===== config.mk =====
export PLATFORM = sky130hd
export DESIGN_NAME = utf8_stream_decoder_top
export DESIGN_NICKNAME = d
export VERILOG_FILES = /design/src/rtl/core/ufd_pkg.sv /design/src/rtl/core/ufd_front.sv /design/src/rtl/core/ufd_queue.sv /design/src/rtl/core/ufd_back.sv /design/src/rtl/core/utf8_stream_decoder_top.sv
export SDC_FILE = /design/constraint.sdc
export NUM_CORES = 1
export LEC_CHECK = 0
export BUFFER_PORTS_ARGS = -buffer_cell sky130_fd_sc_hd__buf_2
export CORE_MARGIN = 2
export CORE_UTILIZATION = 43
export CTS_CLUSTER_SIZE = 20
export DETAILED_ROUTE_END_ITERATION = 7
export GPL_TIMING_DRIVEN = 0
export PLACE_DENSITY = 0.71
export SYNTH_ARGS = -nofsm -noshare
export SYNTH_HDL_FRONTEND = slang
export SYNTH_HIERARCHICAL = 1
export SYNTH_SLANG_ARGS = --single-unit

===== constraint.sdc =====
create_clock -name i_clk -period 2.8 [get_ports i_clk]
set_input_delay 0.28 -clock i_clk [delete_from_list [all_inputs] [get_ports i_clk]]
set_output_delay 0.28 -clock i_clk [all_outputs]
set_load 0.05 [all_outputs]

===== src/rtl/core/ufd_pkg.sv =====
`timescale 1ns / 1ps
// ----------------------------------------------------------------------------
// ufd_pkg: shared types and constants of the UTF-8 stream decoder
// Error codes, the queue entry that passes a finished sequence from the
// front to the back, and the lead byte classifier.
// ----------------------------------------------------------------------------
package ufd_pkg;

    // Field widths
    localparam int unsigned BYTE_W = 8;
    localparam int unsigned CP_W   = 21;
    localparam int unsigned ERR_W  = 3;
    localparam int unsigned LEN_W  = 3;
    localparam int unsigned SEEN_W = 2;

    // Configuration port
    localparam int unsigned APB_ADDR_W = 3;
    localparam int unsigned APB_DATA_W = 32;
    localparam logic [APB_ADDR_W-1:0] REG_OUTPUT_FORM_ADDR = 3'h0;

    // Decoder queue depth
    localparam int unsigned QUEUE_DEPTH = 4;

    // Code point limits
    localparam logic [CP_W-1:0] CP_MIN_3BYTE   = 21'h000800;
    localparam logic [CP_W-1:0] CP_SUPP_BASE   = 21'h010000;
    localparam logic [CP_W-1:0] CP_UTF16_MAX   = 21'h10FFFF;
    localparam logic [CP_W-1:0] SURR_HIGH_BASE = 21'h00D800;
    localparam logic [CP_W-1:0] SURR_LOW_BASE  = 21'h00DC00;

    // Output form codes
    localparam logic FORM_UTF32 = 1'b0;
    localparam logic FORM_UTF16 = 1'b1;

    typedef enum logic [ERR_W-1:0] {
        ERR_NONE      = 3'd0,
        ERR_BAD_LEAD  = 3'd1,
        ERR_BAD_CONT  = 3'd2,
        ERR_OVERLONG  = 3'd3,
        ERR_TRUNCATED = 3'd4,
        ERR_RANGE     = 3'd5
    } t_err_code;

    // One finished sequence: a code point, an error, or a surrogate pair to split
    typedef struct packed {
        logic [CP_W-1:0] cp;
        t_err_code       err;
        logic            pair;
    } t_cp_item;

    // Sequence length for a lead byte; 0 means not a valid lead
    function automatic logic [LEN_W-1:0] lead_len(input logic [BYTE_W-1:0] b);
        logic [LEN_W-1:0] n;
        begin
            if (b < 8'h80) begin
                n = 3'd1;
            end else if (b >= 8'hC2 && b < 8'hE0) begin
                n = 3'd2;
            end else if (b >= 8'hE0 && b < 8'hF0) begin
                n = 3'd3;
            end else if (b >= 8'hF0 && b < 8'hF8) begin
                n = 3'd4;
            end else begin
                n = 3'd0;
            end
            return n;
        end
    endfunction

endpackage


===== src/rtl/core/ufd_front.sv =====
`timescale 1ns / 1ps
// ----------------------------------------------------------------------------
// ufd_front: byte intake and sequence tracking
// Accepts one byte per cycle while the queue has room, keeps the open
// sequence, pushes one entry per byte that ends a sequence or flags an error.
// ----------------------------------------------------------------------------
module ufd_front (
    input  logic                        i_clk,
    input  logic                        i_rst_n,
    input  logic                        s_axis_tvalid,
    output logic                        s_axis_tready,
    input  logic [ufd_pkg::BYTE_W-1:0]  s_axis_tdata,
    input  logic                        s_axis_tlast,
    input  logic                        i_output_form,
    input  logic                        i_queue_full,
    output logic                        o_push,
    output ufd_pkg::t_cp_item           o_item
);
    import ufd_pkg::*;

    logic [BYTE_W-1:0] r_lead, n_lead;
    logic [LEN_W-1:0]  r_seq_len, n_seq_len;
    logic [SEEN_W-1:0] r_seen, n_seen;
    logic [CP_W-1:0]   r_pcp, n_pcp;

    logic              accept;
    logic              ev_valid;
    logic              ev_done;
    logic [CP_W-1:0]   ev_cp;
    t_err_code         ev_err;
    logic [LEN_W-1:0]  n_len_lead;
    logic [LEN_W-1:0]  seen_inc;
    logic [CP_W-1:0]   ext_pcp;
    logic              overlong;
    logic              utf16;

    assign s_axis_tready = !i_queue_full;
    assign accept        = s_axis_tvalid && s_axis_tready;
    assign n_len_lead    = lead_len(s_axis_tdata);
    assign seen_inc      = {1'b0, r_seen} + 3'd1;
    assign ext_pcp       = {r_pcp[CP_W-7:0], s_axis_tdata[5:0]};
    assign utf16         = (i_output_form == FORM_UTF16);

    // Classify the byte and update the open sequence
    always_comb begin
        n_lead    = r_lead;
        n_seq_len = r_seq_len;
        n_seen    = r_seen;
        n_pcp     = r_pcp;
        ev_valid  = 1'b0;
        ev_done   = 1'b0;
        ev_cp     = '0;
        ev_err    = ERR_NONE;
        if (r_seq_len == 3'd0) begin
            if (n_len_lead == 3'd0) begin
                ev_valid = 1'b1;
                ev_err   = ERR_BAD_LEAD;
            end else if (n_len_lead == 3'd1) begin
                ev_valid = 1'b1;
                ev_done  = 1'b1;
                ev_cp    = CP_W'(s_axis_tdata);
            end else if (s_axis_tlast) begin
                ev_valid = 1'b1;
                ev_err   = ERR_TRUNCATED;
            end else begin
                n_lead    = s_axis_tdata;
                n_seq_len = n_len_lead;
                n_seen    = 2'd1;
                case (n_len_lead)
                    3'd2:    n_pcp = CP_W'(s_axis_tdata[4:0]);
                    3'd3:    n_pcp = CP_W'(s_axis_tdata[3:0]);
                    default: n_pcp = CP_W'(s_axis_tdata[2:0]);
                endcase
            end
        end else if (s_axis_tdata[7:6] != 2'b10) begin
            // Drop the partial sequence together with the offending byte
            n_lead    = '0;
            n_seq_len = '0;
            n_seen    = '0;
            n_pcp     = '0;
            ev_valid  = 1'b1;
            ev_err    = ERR_BAD_CONT;
        end else if (seen_inc == r_seq_len) begin
            n_lead    = '0;
            n_seq_len = '0;
            n_seen    = '0;
            n_pcp     = '0;
            ev_valid  = 1'b1;
            ev_done   = 1'b1;
            ev_cp     = ext_pcp;
        end else if (s_axis_tlast) begin
            n_lead    = '0;
            n_seq_len = '0;
            n_seen    = '0;
            n_pcp     = '0;
            ev_valid  = 1'b1;
            ev_err    = ERR_TRUNCATED;
        end else begin
            n_seen = seen_inc[SEEN_W-1:0];
            n_pcp  = ext_pcp;
        end
    end

    // Check a finished code point for overlong form and against the output form
    always_comb begin
        overlong = ((r_seq_len == 3'd2) && ((r_lead & 8'h1E) == 8'h00)) ||
                   ((r_seq_len == 3'd3) && (ext_pcp < CP_MIN_3BYTE)) ||
                   ((r_seq_len == 3'd4) && (ext_pcp < CP_SUPP_BASE));
        o_item.cp   = ev_cp;
        o_item.err  = ev_err;
        o_item.pair = 1'b0;
        if (ev_done) begin
            if (r_seq_len != 3'd0 && overlong) begin
                o_item.cp  = '0;
                o_item.err = ERR_OVERLONG;
            end else if (utf16 && ev_cp > CP_UTF16_MAX) begin
                o_item.cp  = '0;
                o_item.err = ERR_RANGE;
            end else if (utf16 && ev_cp >= CP_SUPP_BASE) begin
                o_item.pair = 1'b1;
            end
        end
    end

    assign o_push = accept && ev_valid;

    // Hold sequence state
    always_ff @(posedge i_clk) begin
        if (!i_rst_n) begin
            r_lead    <= '0;
            r_seq_len <= '0;
            r_seen    <= '0;
            r_pcp     <= '0;
        end else if (accept) begin
            r_lead    <= n_lead;
            r_seq_len <= n_seq_len;
            r_seen    <= n_seen;
            r_pcp     <= n_pcp;
        end
    end

endmodule


===== src/rtl/core/ufd_queue.sv =====
`timescale 1ns / 1ps
// ----------------------------------------------------------------------------
// ufd_queue: small register queue between front and back
// Holds finished sequences so intake and output stall independently.
// ----------------------------------------------------------------------------
module ufd_queue #(
    parameter int unsigned P_DEPTH = ufd_pkg::QUEUE_DEPTH
) (
    input  logic              i_clk,
    input  logic              i_rst_n,
    input  logic              i_push,
    input  ufd_pkg::t_cp_item i_item,
    input  logic              i_pop,
    output ufd_pkg::t_cp_item o_head,
    output logic              o_empty,
    output logic              o_full
);
    import ufd_pkg::*;

    localparam int unsigned PTR_W = (P_DEPTH > 1) ? $clog2(P_DEPTH) : 1;
    localparam int unsigned CNT_W = $clog2(P_DEPTH + 1);
    localparam logic [PTR_W-1:0] PTR_LAST = PTR_W'(P_DEPTH - 1);
    localparam logic [CNT_W-1:0] CNT_FULL = CNT_W'(P_DEPTH);

    t_cp_item         r_mem [P_DEPTH];
    logic [PTR_W-1:0] r_wr_ptr, r_rd_ptr;
    logic [CNT_W-1:0] r_count;
    logic             do_push, do_pop;

    assign o_empty = (r_count == '0);
    assign o_full  = (r_count == CNT_FULL);
    assign do_push = i_push && !o_full;
    assign do_pop  = i_pop && !o_empty;
    assign o_head  = r_mem[r_rd_ptr];

    // Write entry storage
    always_ff @(posedge i_clk) begin
        if (do_push) begin
            r_mem[r_wr_ptr] <= i_item;
        end
    end

    // Advance pointers and count
    always_ff @(posedge i_clk) begin
        if (!i_rst_n) begin
            r_wr_ptr <= '0;
            r_rd_ptr <= '0;
            r_count  <= '0;
        end else begin
            if (do_push) begin
                r_wr_ptr <= (r_wr_ptr == PTR_LAST) ? '0 : r_wr_ptr + PTR_W'(1);
            end
            if (do_pop) begin
                r_rd_ptr <= (r_rd_ptr == PTR_LAST) ? '0 : r_rd_ptr + PTR_W'(1);
            end
            case ({do_push, do_pop})
                2'b10:   r_count <= r_count + CNT_W'(1);
                2'b01:   r_count <= r_count - CNT_W'(1);
                default: r_count <= r_count;
            endcase
        end
    end

endmodule


===== src/rtl/core/ufd_back.sv =====
`timescale 1ns / 1ps
// ----------------------------------------------------------------------------
// ufd_back: result formatting and output register
// Pops finished sequences, splits supplementary code points into a
// surrogate pair, and drives the registered output beat.
// ----------------------------------------------------------------------------
module ufd_back (
    input  logic                        i_clk,
    input  logic                        i_rst_n,
    input  ufd_pkg::t_cp_item           i_head,
    input  logic                        i_empty,
    output logic                        o_pop,
    output logic                        m_axis_tvalid,
    input  logic                        m_axis_tready,
    output logic [ufd_pkg::CP_W-1:0]    m_axis_tdata,
    output logic [ufd_pkg::ERR_W-1:0]   m_axis_tuser,
    output logic                        m_axis_tlast
);
    import ufd_pkg::*;

    logic            r_out_valid;
    logic [CP_W-1:0] r_out_unit;
    t_err_code       r_out_err;
    logic            r_out_last;
    logic            r_pend_valid;
    logic [CP_W-1:0] r_pend_unit;

    logic            out_free;
    logic [CP_W-1:0] supp;
    logic [CP_W-1:0] high_unit;
    logic [CP_W-1:0] low_unit;

    assign out_free  = !r_out_valid || m_axis_tready;
    assign o_pop     = out_free && !r_pend_valid && !i_empty;
    assign supp      = i_head.cp - CP_SUPP_BASE;
    assign high_unit = SURR_HIGH_BASE + CP_W'(supp[19:10]);
    assign low_unit  = SURR_LOW_BASE + CP_W'(supp[9:0]);

    // Load the output beat: pending low unit first, then the queue head
    always_ff @(posedge i_clk) begin
        if (!i_rst_n) begin
            r_out_valid  <= 1'b0;
            r_pend_valid <= 1'b0;
        end else if (out_free) begin
            if (r_pend_valid) begin
                r_out_valid  <= 1'b1;
                r_pend_valid <= 1'b0;
            end else if (!i_empty) begin
                r_out_valid  <= 1'b1;
                r_pend_valid <= i_head.pair;
            end else begin
                r_out_valid  <= 1'b0;
            end
        end
    end

    // Output payload
    always_ff @(posedge i_clk) begin
        if (out_free) begin
            if (r_pend_valid) begin
                r_out_unit <= r_pend_unit;
                r_out_err  <= ERR_NONE;
                r_out_last <= 1'b1;
            end else if (!i_empty) begin
                r_out_unit  <= i_head.pair ? high_unit : i_head.cp;
                r_out_err   <= i_head.err;
                r_out_last  <= !i_head.pair;
                r_pend_unit <= low_unit;
            end
        end
    end

    assign m_axis_tvalid = r_out_valid;
    assign m_axis_tdata  = r_out_unit;
    assign m_axis_tuser  = r_out_err;
    assign m_axis_tlast  = r_out_last;

    // A pending low unit only exists behind a shown high unit
    a_pend_behind_out: assert property (@(posedge i_clk) disable iff (!i_rst_n)
        r_pend_valid |-> (r_out_valid && !r_out_last))
        else $error("low surrogate pending without high unit on output");

    // A taken high unit is followed by its low unit as the final beat
    a_pair_completes: assert property (@(posedge i_clk) disable iff (!i_rst_n)
        (r_out_valid && m_axis_tready && !r_out_last) |=> (r_out_valid && r_out_last))
        else $error("surrogate pair not completed");

    // Error beats carry a zero unit and close the run
    a_err_beat: assert property (@(posedge i_clk) disable iff (!i_rst_n)
        (r_out_valid && r_out_err != ERR_NONE) |-> (r_out_last && r_out_unit == '0))
        else $error("error beat with data or without last");

    // The queue is never popped while the low unit is still pending
    a_no_pop_pending: assert property (@(posedge i_clk) disable iff (!i_rst_n)
        r_pend_valid |-> !o_pop)
        else $error("queue popped while low surrogate pending");

endmodule


===== src/rtl/core/utf8_stream_decoder_top.sv =====
`timescale 1ns / 1ps
// ----------------------------------------------------------------------------
// utf8_stream_decoder_top: UTF-8 to UTF-32 / UTF-16 stream decoder
// Byte stream in, code points or UTF-16 units out, with per-beat error codes.
// ----------------------------------------------------------------------------
// The decoder takes one UTF-8 byte per cycle on s_axis and keeps taking bytes
// back to back while results wait on m_axis. s_axis_tready drops only while
// the internal queue is full, that is while P_QUEUE_DEPTH finished sequences
// wait behind the one held in the output register. A result passes through
// the queue and then the output register. Each finished sequence gives one
// beat, except a supplementary code point in UTF-16 form, which gives two
// beats (high surrogate, then low with tlast); since such a code point needs
// four input bytes, the sustained rate stays one byte per cycle while
// m_axis is ready. Errors give one beat with a zero unit, the code on tuser
// and tlast set; the partial sequence is discarded. output_form is sampled
// when a sequence finishes, so change it only while the stream is idle.
module utf8_stream_decoder_top #(
    parameter int unsigned P_QUEUE_DEPTH = ufd_pkg::QUEUE_DEPTH
) (
    input  logic                            i_clk,
    input  logic                            i_rst_n,
    // Byte stream in
    input  logic                            s_axis_tvalid,
    output logic                            s_axis_tready,
    input  logic [7:0]                      s_axis_tdata,  // [7:0] in_byte
    input  logic                            s_axis_tlast,  // end_of_stream
    // Decoded stream out
    output logic                            m_axis_tvalid,
    input  logic                            m_axis_tready,
    output logic [23:0]                     m_axis_tdata,  // [20:0] code_unit, rest zero
    output logic [2:0]                      m_axis_tuser,  // [2:0] error_code
    output logic                            m_axis_tlast,  // last_of_run
    // Configuration
    input  logic                            psel,
    input  logic                            penable,
    input  logic                            pwrite,
    input  logic [ufd_pkg::APB_ADDR_W-1:0]  paddr,
    input  logic [ufd_pkg::APB_DATA_W-1:0]  pwdata,
    output logic [ufd_pkg::APB_DATA_W-1:0]  prdata,
    output logic                            pready
);
    import ufd_pkg::*;

    logic            r_output_form;
    logic            cfg_write;
    logic            push, pop, q_empty, q_full;
    t_cp_item        push_item, head_item;
    logic [CP_W-1:0] out_unit;

    // Configuration register
    assign pready    = 1'b1;
    assign cfg_write = psel && penable && pwrite && pready;

    always_ff @(posedge i_clk) begin
        if (!i_rst_n) begin
            r_output_form <= FORM_UTF32;
        end else if (cfg_write && paddr == REG_OUTPUT_FORM_ADDR) begin
            r_output_form <= pwdata[0];
        end
    end

    always_comb begin
        prdata = '0;
        if (paddr == REG_OUTPUT_FORM_ADDR) begin
            prdata[0] = r_output_form;
        end
    end

    ufd_front u_front (
        .i_clk          (i_clk),
        .i_rst_n        (i_rst_n),
        .s_axis_tvalid  (s_axis_tvalid),
        .s_axis_tready  (s_axis_tready),
        .s_axis_tdata   (s_axis_tdata),
        .s_axis_tlast   (s_axis_tlast),
        .i_output_form  (r_output_form),
        .i_queue_full   (q_full),
        .o_push         (push),
        .o_item         (push_item)
    );

    ufd_queue #(
        .P_DEPTH (P_QUEUE_DEPTH)
    ) u_queue (
        .i_clk   (i_clk),
        .i_rst_n (i_rst_n),
        .i_push  (push),
        .i_item  (push_item),
        .i_pop   (pop),
        .o_head  (head_item),
        .o_empty (q_empty),
        .o_full  (q_full)
    );

    ufd_back u_back (
        .i_clk          (i_clk),
        .i_rst_n        (i_rst_n),
        .i_head         (head_item),
        .i_empty        (q_empty),
        .o_pop          (pop),
        .m_axis_tvalid  (m_axis_tvalid),
        .m_axis_tready  (m_axis_tready),
        .m_axis_tdata   (out_unit),
        .m_axis_tuser   (m_axis_tuser),
        .m_axis_tlast   (m_axis_tlast)
    );

    assign m_axis_tdata = {3'b000, out_unit};

endmodule

# Word-level counts from Yosys, hierarchy flattened
# Memory sizes are Yosys's and may differ from the RTL's. A register that Yosys moved wholly into a read port is not among the register bits.
# Index checks and enable logic that the tools add are counted.
# W data, S select, Z words.
[word_totals]
ff_bits = 81
mem_bits_rw = 100
output_inout_bits = 63
word_cells = 169
mem_count = 1
[op_classes]
add_sub_neg = 8
order_cmp = 11
n_eq_ne = 17
mux = 78
bitwise_logic = 2
n_reduce_logical = 38
[mem_list]
columns = ["name", "words", "word_bits", "read_ports", "rd_ports_with_merged_regs", "write_ports", "line", "source"]
rows = [
  ["u_queue.r_mem", 4, 25, 1, 1, 1, "ufd_queue.sv:25", "t_cp_item r_mem [P_DEPTH];"],
]
[ops]
columns = ["op", "count"]
rows = [
  ["$mux W21", 7],
  ["$mux W15", 7],
  ["$mux W3", 18],
  ["$mux W24", 2],
  ["$mux W5", 7],
  ["$add A16 B10 Y17 const A", 2],
  ["$lt A8 B8 Y1 const B", 4],
  ["$mux W25", 1],
  ["$ge A8 B8 Y1 const B", 3],
  ["$mux W1", 22],
  ["$mux W2", 11],
  ["$ge A21 B17 Y1 const B", 1],
  ["$gt A21 B21 Y1 const B", 1],
  ["$lt A21 B12 Y1 const B", 1],
  ["$lt A21 B17 Y1 const B", 1],
  ["$sub A20 B17 Y20 const B", 1],
  ["$logic_and A1 B1 Y1", 18],
  ["$eq A3 B2 Y1 const B", 4],
  ["$logic_not A3 Y1", 4],
  ["$ne A2 B2 Y1 const B", 5],
  ["$pmux W5 S2", 1],
  ["$logic_not A8 Y1", 1],
  ["$mux W8", 1],
  ["$eq A2 B2 Y1 const B", 3],
  ["19 further kinds", 28],
]

# Logic depth before layout (Yosys ltp)
[depth]
ltp_word = 16
mapped_depth = 14
ltp_nobuf = 12

# Modules after synthesis
# The synthesis kept the hierarchy.
[modules_own_cells]
columns = ["module", "n_inst", "cells_each", "area_per_inst_um2"]
rows = [
  ["ufd_queue", 1, 187, 4145.2],
  ["ufd_back", 1, 106, 1500.2],
  ["ufd_front", 1, 164, 1372.6],
  ["utf8_stream_decoder_top", 1, 44, 331.6],
]

# Least setup slack after synthesis
# OpenSTA, ideal clock, no wires.
[synth_path]
kind = "flip-flop to flip-flop"
startpoint = "register u_front.r_seen[0]"
endpoint = "memory u_queue/r_mem[0][0] (netlist name), enable pin"
arrival_ns = 2.510
path_slack_ns = -0.094
path_stages_with_launch = 8
path_buffers = 1
period_less_slack_ns = 2.894
path_cell_list = "dfxtp_1 > ha_1 > xor2_1 > o311ai_1 > and3_1 > nor2b_1 > buf_2 > and2_1"
[synth_between]
elab_chain_len = 9
[synth_rtl]
columns = ["element", "line", "source"]
rows = [
  ["start: declaration", "ufd_front.sv:23", "logic [SEEN_W-1:0] r_seen, n_seen;"],
  ["start signal: assignment", "ufd_front.sv:137", "r_seen <= n_seen;"],
  ["$add A2 B1 Y3", "ufd_front.sv:40", "assign seen_inc = {1'b0, r_seen} + 3'd1;"],
  ["$eq A3 B3 Y1", "ufd_front.sv:83", "end else if (seen_inc == r_seq_len) begin"],
  ["$mux W1", "ufd_front.sv:83", ""],
  ["$mux W1", "ufd_front.sv:75", "end else if (s_axis_tdata[7:6] != 2'b10) begin"],
  ["$mux W1", "ufd_front.sv:54", "if (r_seq_len == 3'd0) begin"],
  ["$logic_and A1 B1 Y1", "ufd_front.sv:125", "assign o_push = accept && ev_valid;"],
  ["net push", "utf8_stream_decoder_top.sv:46", "logic push, pop, q_empty, q_full;"],
  ["$logic_and A1 B1 Y1", "ufd_queue.sv:32", "assign do_push = i_push && !o_full;"],
  ["$mux W1", "ufd_queue.sv:38", "if (do_push) begin"],
  ["$mux W1 (implied by the code)", "ufd_queue.sv:39", "r_mem[r_wr_ptr] <= i_item;"],
  ["end: declaration", "ufd_queue.sv:25", ""],
]
# The timed path passes the listed nets, and every way through them passes these cells.

# Worst setup path in the final report
[layout_path]
startpoint = "register u_front.r_seen[0]"
endpoint = "register u_queue.r_count[2]"
[layout_between]
elab_chain_len = 9
word_cells_on_any_way = 11
classes_between = "1 x add/sub; 3 x eq/ne; 4 x mux; 3 x reduce/logical"
[layout_rtl]
columns = ["element", "line", "source"]
rows = [
  ["$add A2 B1 Y3 (*)", "ufd_front.sv:40", ""],
  ["$eq A3 B3 Y1 (*)", "ufd_front.sv:83", ""],
  ["$mux W1 (*)", "ufd_front.sv:83", ""],
  ["$mux W1 (*)", "ufd_front.sv:75", ""],
  ["$mux W1 (*)", "ufd_front.sv:54", ""],
  ["$logic_and A1 B1 Y1 (*)", "ufd_front.sv:125", ""],
  ["net push", "utf8_stream_decoder_top.sv:46", ""],
  ["$logic_and A1 B1 Y1 (*)", "ufd_queue.sv:32", ""],
  ["$eq A2 B1 Y1 / $eq A2 B2 Y1 (equally long branches)", "ufd_queue.sv:56", "case ({do_push, do_pop})"],
  ["$pmux W3 S2 / $reduce_bool A2 Y1 (equally long branches)", "-", ""],
  ["end signal: assignment", "ufd_queue.sv:57", "2'b10: r_count <= r_count + CNT_W'(1);"],
  ["end signal: assignment", "ufd_queue.sv:58", "2'b01: r_count <= r_count - CNT_W'(1);"],
  ["end signal: assignment", "ufd_queue.sv:59", "default: r_count <= r_count;"],
  ["end: declaration", "ufd_queue.sv:27", "logic [CNT_W-1:0] r_count;"],
]
# Mark *: on every way through the listed nets, which the timed path passes. The rest lies on a longest branch.
# A chain may end at the register's enable or synchronous reset.

==> results.toml <==
[global_routing]
grt_pass1_vias = 4206
overflow = 0
grt_pass1_wl_um = 22000
grt_max_degree = 26
antenna_found_initial = 0
track_usage_pct = 16.2

[drt]
wl_um = 14000
drc = 0
first_pass_iters = 6
via_count = 4327
ant_nets = 0
drt_iter0_markers = 277
wire_per_inst_um = 16.8
viasPerCell = 5.19

[layout]
fin_nets = 661
postLayoutCoreUtil_pct = 52.6
antenna_cells = 0
drive_gt1_share_pct = 28.7
finalNonFillerCells = 834
areaGrowthSynthToFinish_pct = 19.1
fillCellCount = 1392

[timing]
drv_slew = 0
setup_viol = 0
setup_ws_ns = 0.104
fin_crit_sh_pct = 96.3
min_period_ns = 2.70
worst_slew_pin_slew_ns = 1.33
rsz0062_at_grt = "no"
fin_worst_skew_ns = 0.00709
fmax_mhz = 371
slew_headroom_pct = 10.8
final-hold-violation-count = 0

[yosys]
syn_inst = 501
yosys.area.top_type = "edfxtp_1"
seq_area_frac_synth_pct = 65.0
synth_ff_type = "edfxtp_1"
synth-warning-count = 6
synth.area.top_cells = "edfxtp_1 (55%), dfxtp_1 (9.8%), mux4_2 (6.1%)"
ys_async_sr_fraction_pct = 0
synth_edf_count = 135
yosys.area.top_type_share_pct = 55.2
synthTopCellsByCount = "edfxtp_1 (135), nand2_1 (40), dfxtp_1 (36), buf_4 (35), and2_1 (32)"
ys_types = 58
syn_avg_cell_area_um2 = 14.7
synth_area_mm2 = 0.00735
ys_ff_latch = 171
yosysMostFrequentCell = "edfxtp_1"

[clocking]
ctsHoldBuffers = 0
cts_buffers = 17
htreeDepth = 4
clk_path_buf_depth = 2
cts.clk_slew.worst_paths_ns = 0.06
worstSkewPairLatency_ns = 0.42
clockRootBuffer = "clkbuf_16"
cts_tree = "yes"
cts.sinks = 171

[critical_path]
path_buf_inv = 2
cp_top_family = "adder cells"
path_common_cell = "inv_1"
endpoint_kind = "flop"
worstPathArrival_ns = 3.04
crit_fanout = 7
worstSetupPathType = "reg2reg"
worstPathRequired_ns = 3.14
startpoint_type = "flop"
slowest_delay_ns = 0.37
slowest_stage = "dfxtp_4"
crit_path_cell_trace = "ha_4, xor2_4, o311ai_4, and3_1, nor2b_4, inv_1, ha_2, inv_1, fa_2, xor2_1, or3_1, a21boi_0"

[place]
routabilityCongestion = 0.809
dpl.hpwl_um = 9700
dp.cells = 801
port_buffers = 46
dpl_worst_slack_ns = -0.364

[floorplanning]
dieArea_mm2 = 0.0182
num_rows = 47
core_mm2 = 0.0166
die_y_um = 135
io_pins = 114
die_w_um = 135
start_util_pct = 44.2

[hold_path]
hp-class = "in2reg"

[run_status]
status = "finished clean"

[job]
cap_viol_max_count = 0

[power]
cellPowerDensity_mw_per_mm2 = 1020
p_leak_nw = 3.27
peakVddDrop_mv = 0.669
[sequential cells by signal, indices dropped and copies added, names as in the netlist, named ones only]
register              cells
r_output_form             1
u_back/m_axis_tdata      21
u_back/m_axis_tlast       1
u_back/m_axis_tuser       3
u_back/m_axis_tvalid      1
u_back/r_pend_unit       10
u_back/r_pend_valid       1
u_front/r_lead            4
u_front/r_pcp            15
u_front/r_seen            2
u_front/r_seq_len         3
u_queue/r_count           3
u_queue/r_mem           100
u_queue/r_rd_ptr          2
u_queue/r_wr_ptr          2
[worst register-to-register path: stages, from the launching register on]
cell	delay (ns)
dfxtp_4	0.37
ha_4	0.30
xor2_4	0.19
o311ai_4	0.11
and3_1	0.19
nor2b_4	0.15
inv_1	0.08
ha_2	0.19
inv_1	0.06
fa_2	0.34
xor2_1	0.16
or3_1	0.31
a21boi_0	0.17
[power breakdown]
group	switching [mW]	total (mW)	internal, mW
Clock	0.949	2.44	1.49
Combinational	1.94	2.86	0.917
Sequential	0.152	3.64	3.49
[path summary, 6_finish.rpt]
check | from | cells after the start | slack, ns | to
min | pwdata[0] | 3 | 0.10 | r_output_form
max reg2reg | u_front/r_seen[0] | 12 | 0.10 | u_queue/r_count[2]
max | u_front/r_seen[0] | 12 | 0.10 | u_queue/r_count[2]
min reg2reg | u_front/r_lead[1] | 2 | 0.48 | u_front/r_lead[1]
[cell families after synthesis]
group                      share of synthesized area (%)
AOI/OAI and AO/OA                                   6.38
xor gates and xnor gates                           0.715
adders and majority gates                           1.63
buffers and inverters                               6.04
DFF                                                 65.0
muxes                                               9.70
other                                              0.102
and+or+nand+nor                                     10.5
[routing by layer]
layer | vias to the layer above | track usage (%) | share of wire (%)
li1 | 2033 | - | -
met4 | 0 | 6.20 | 1.6
met1 | 2102 | 20.3 | 42
met3 | 16 | 4.05 | 7.2
met5 | - | 0 | 0
met2 | 176 | 27.2 | 49
[stage by stage]
stage	cell area [um2]	total power [mW]	TNS, ns	hold slack, ns
detailed placement	8010	6.51	-21.38	0.474
finish	8750	8.93	0	0.102
CTS	8720	8.97	0	0.0873
floorplan	7490	5.83	0	0.406
global placement	8000	6.38	-13.79	0.455
global route	8750	9.34	0	0.0958
[area by class of cell]
| type | count | area [um2] | area share (%) |
|---|---|---|---|
| plain buffers | 52 | 383 | 4.37 |
| clock buffers | 21 | 470 | 5.37 |
| clock inverters | 11 | 155 | 1.77 |
| inverters | 14 | 52.6 | 0.600 |
| multi-input cells | 295 | 2370 | 27.1 |
| flip-flops and latches | 171 | 4780 | 54.6 |
| well taps | 220 | 275 | 3.14 |
| repair buffers | 50 | 264 | 3.02 |
[cell usage in the layout (no fill, tap or decap), types with 12 or more instances in the layout]
cell,count
edfxtp_1,135
buf_2,52
nand2_1,40
buf_4,38
conb_1,35
dfxtp_1,32
and2_1,28
o21ai_0,21
mux4_2,20
clkbuf_16,17
inv_1,14
a22o_1,14
mux2i_1,12
nor2_1,12
[repair_timing]
item	CTS	global route
buffers inserted	2	1
pin swaps	2	1
cloned	0	0
gates resized for setup	15	4
setup endpoints to repair	102	2
(Power assumes the default switching activity.)
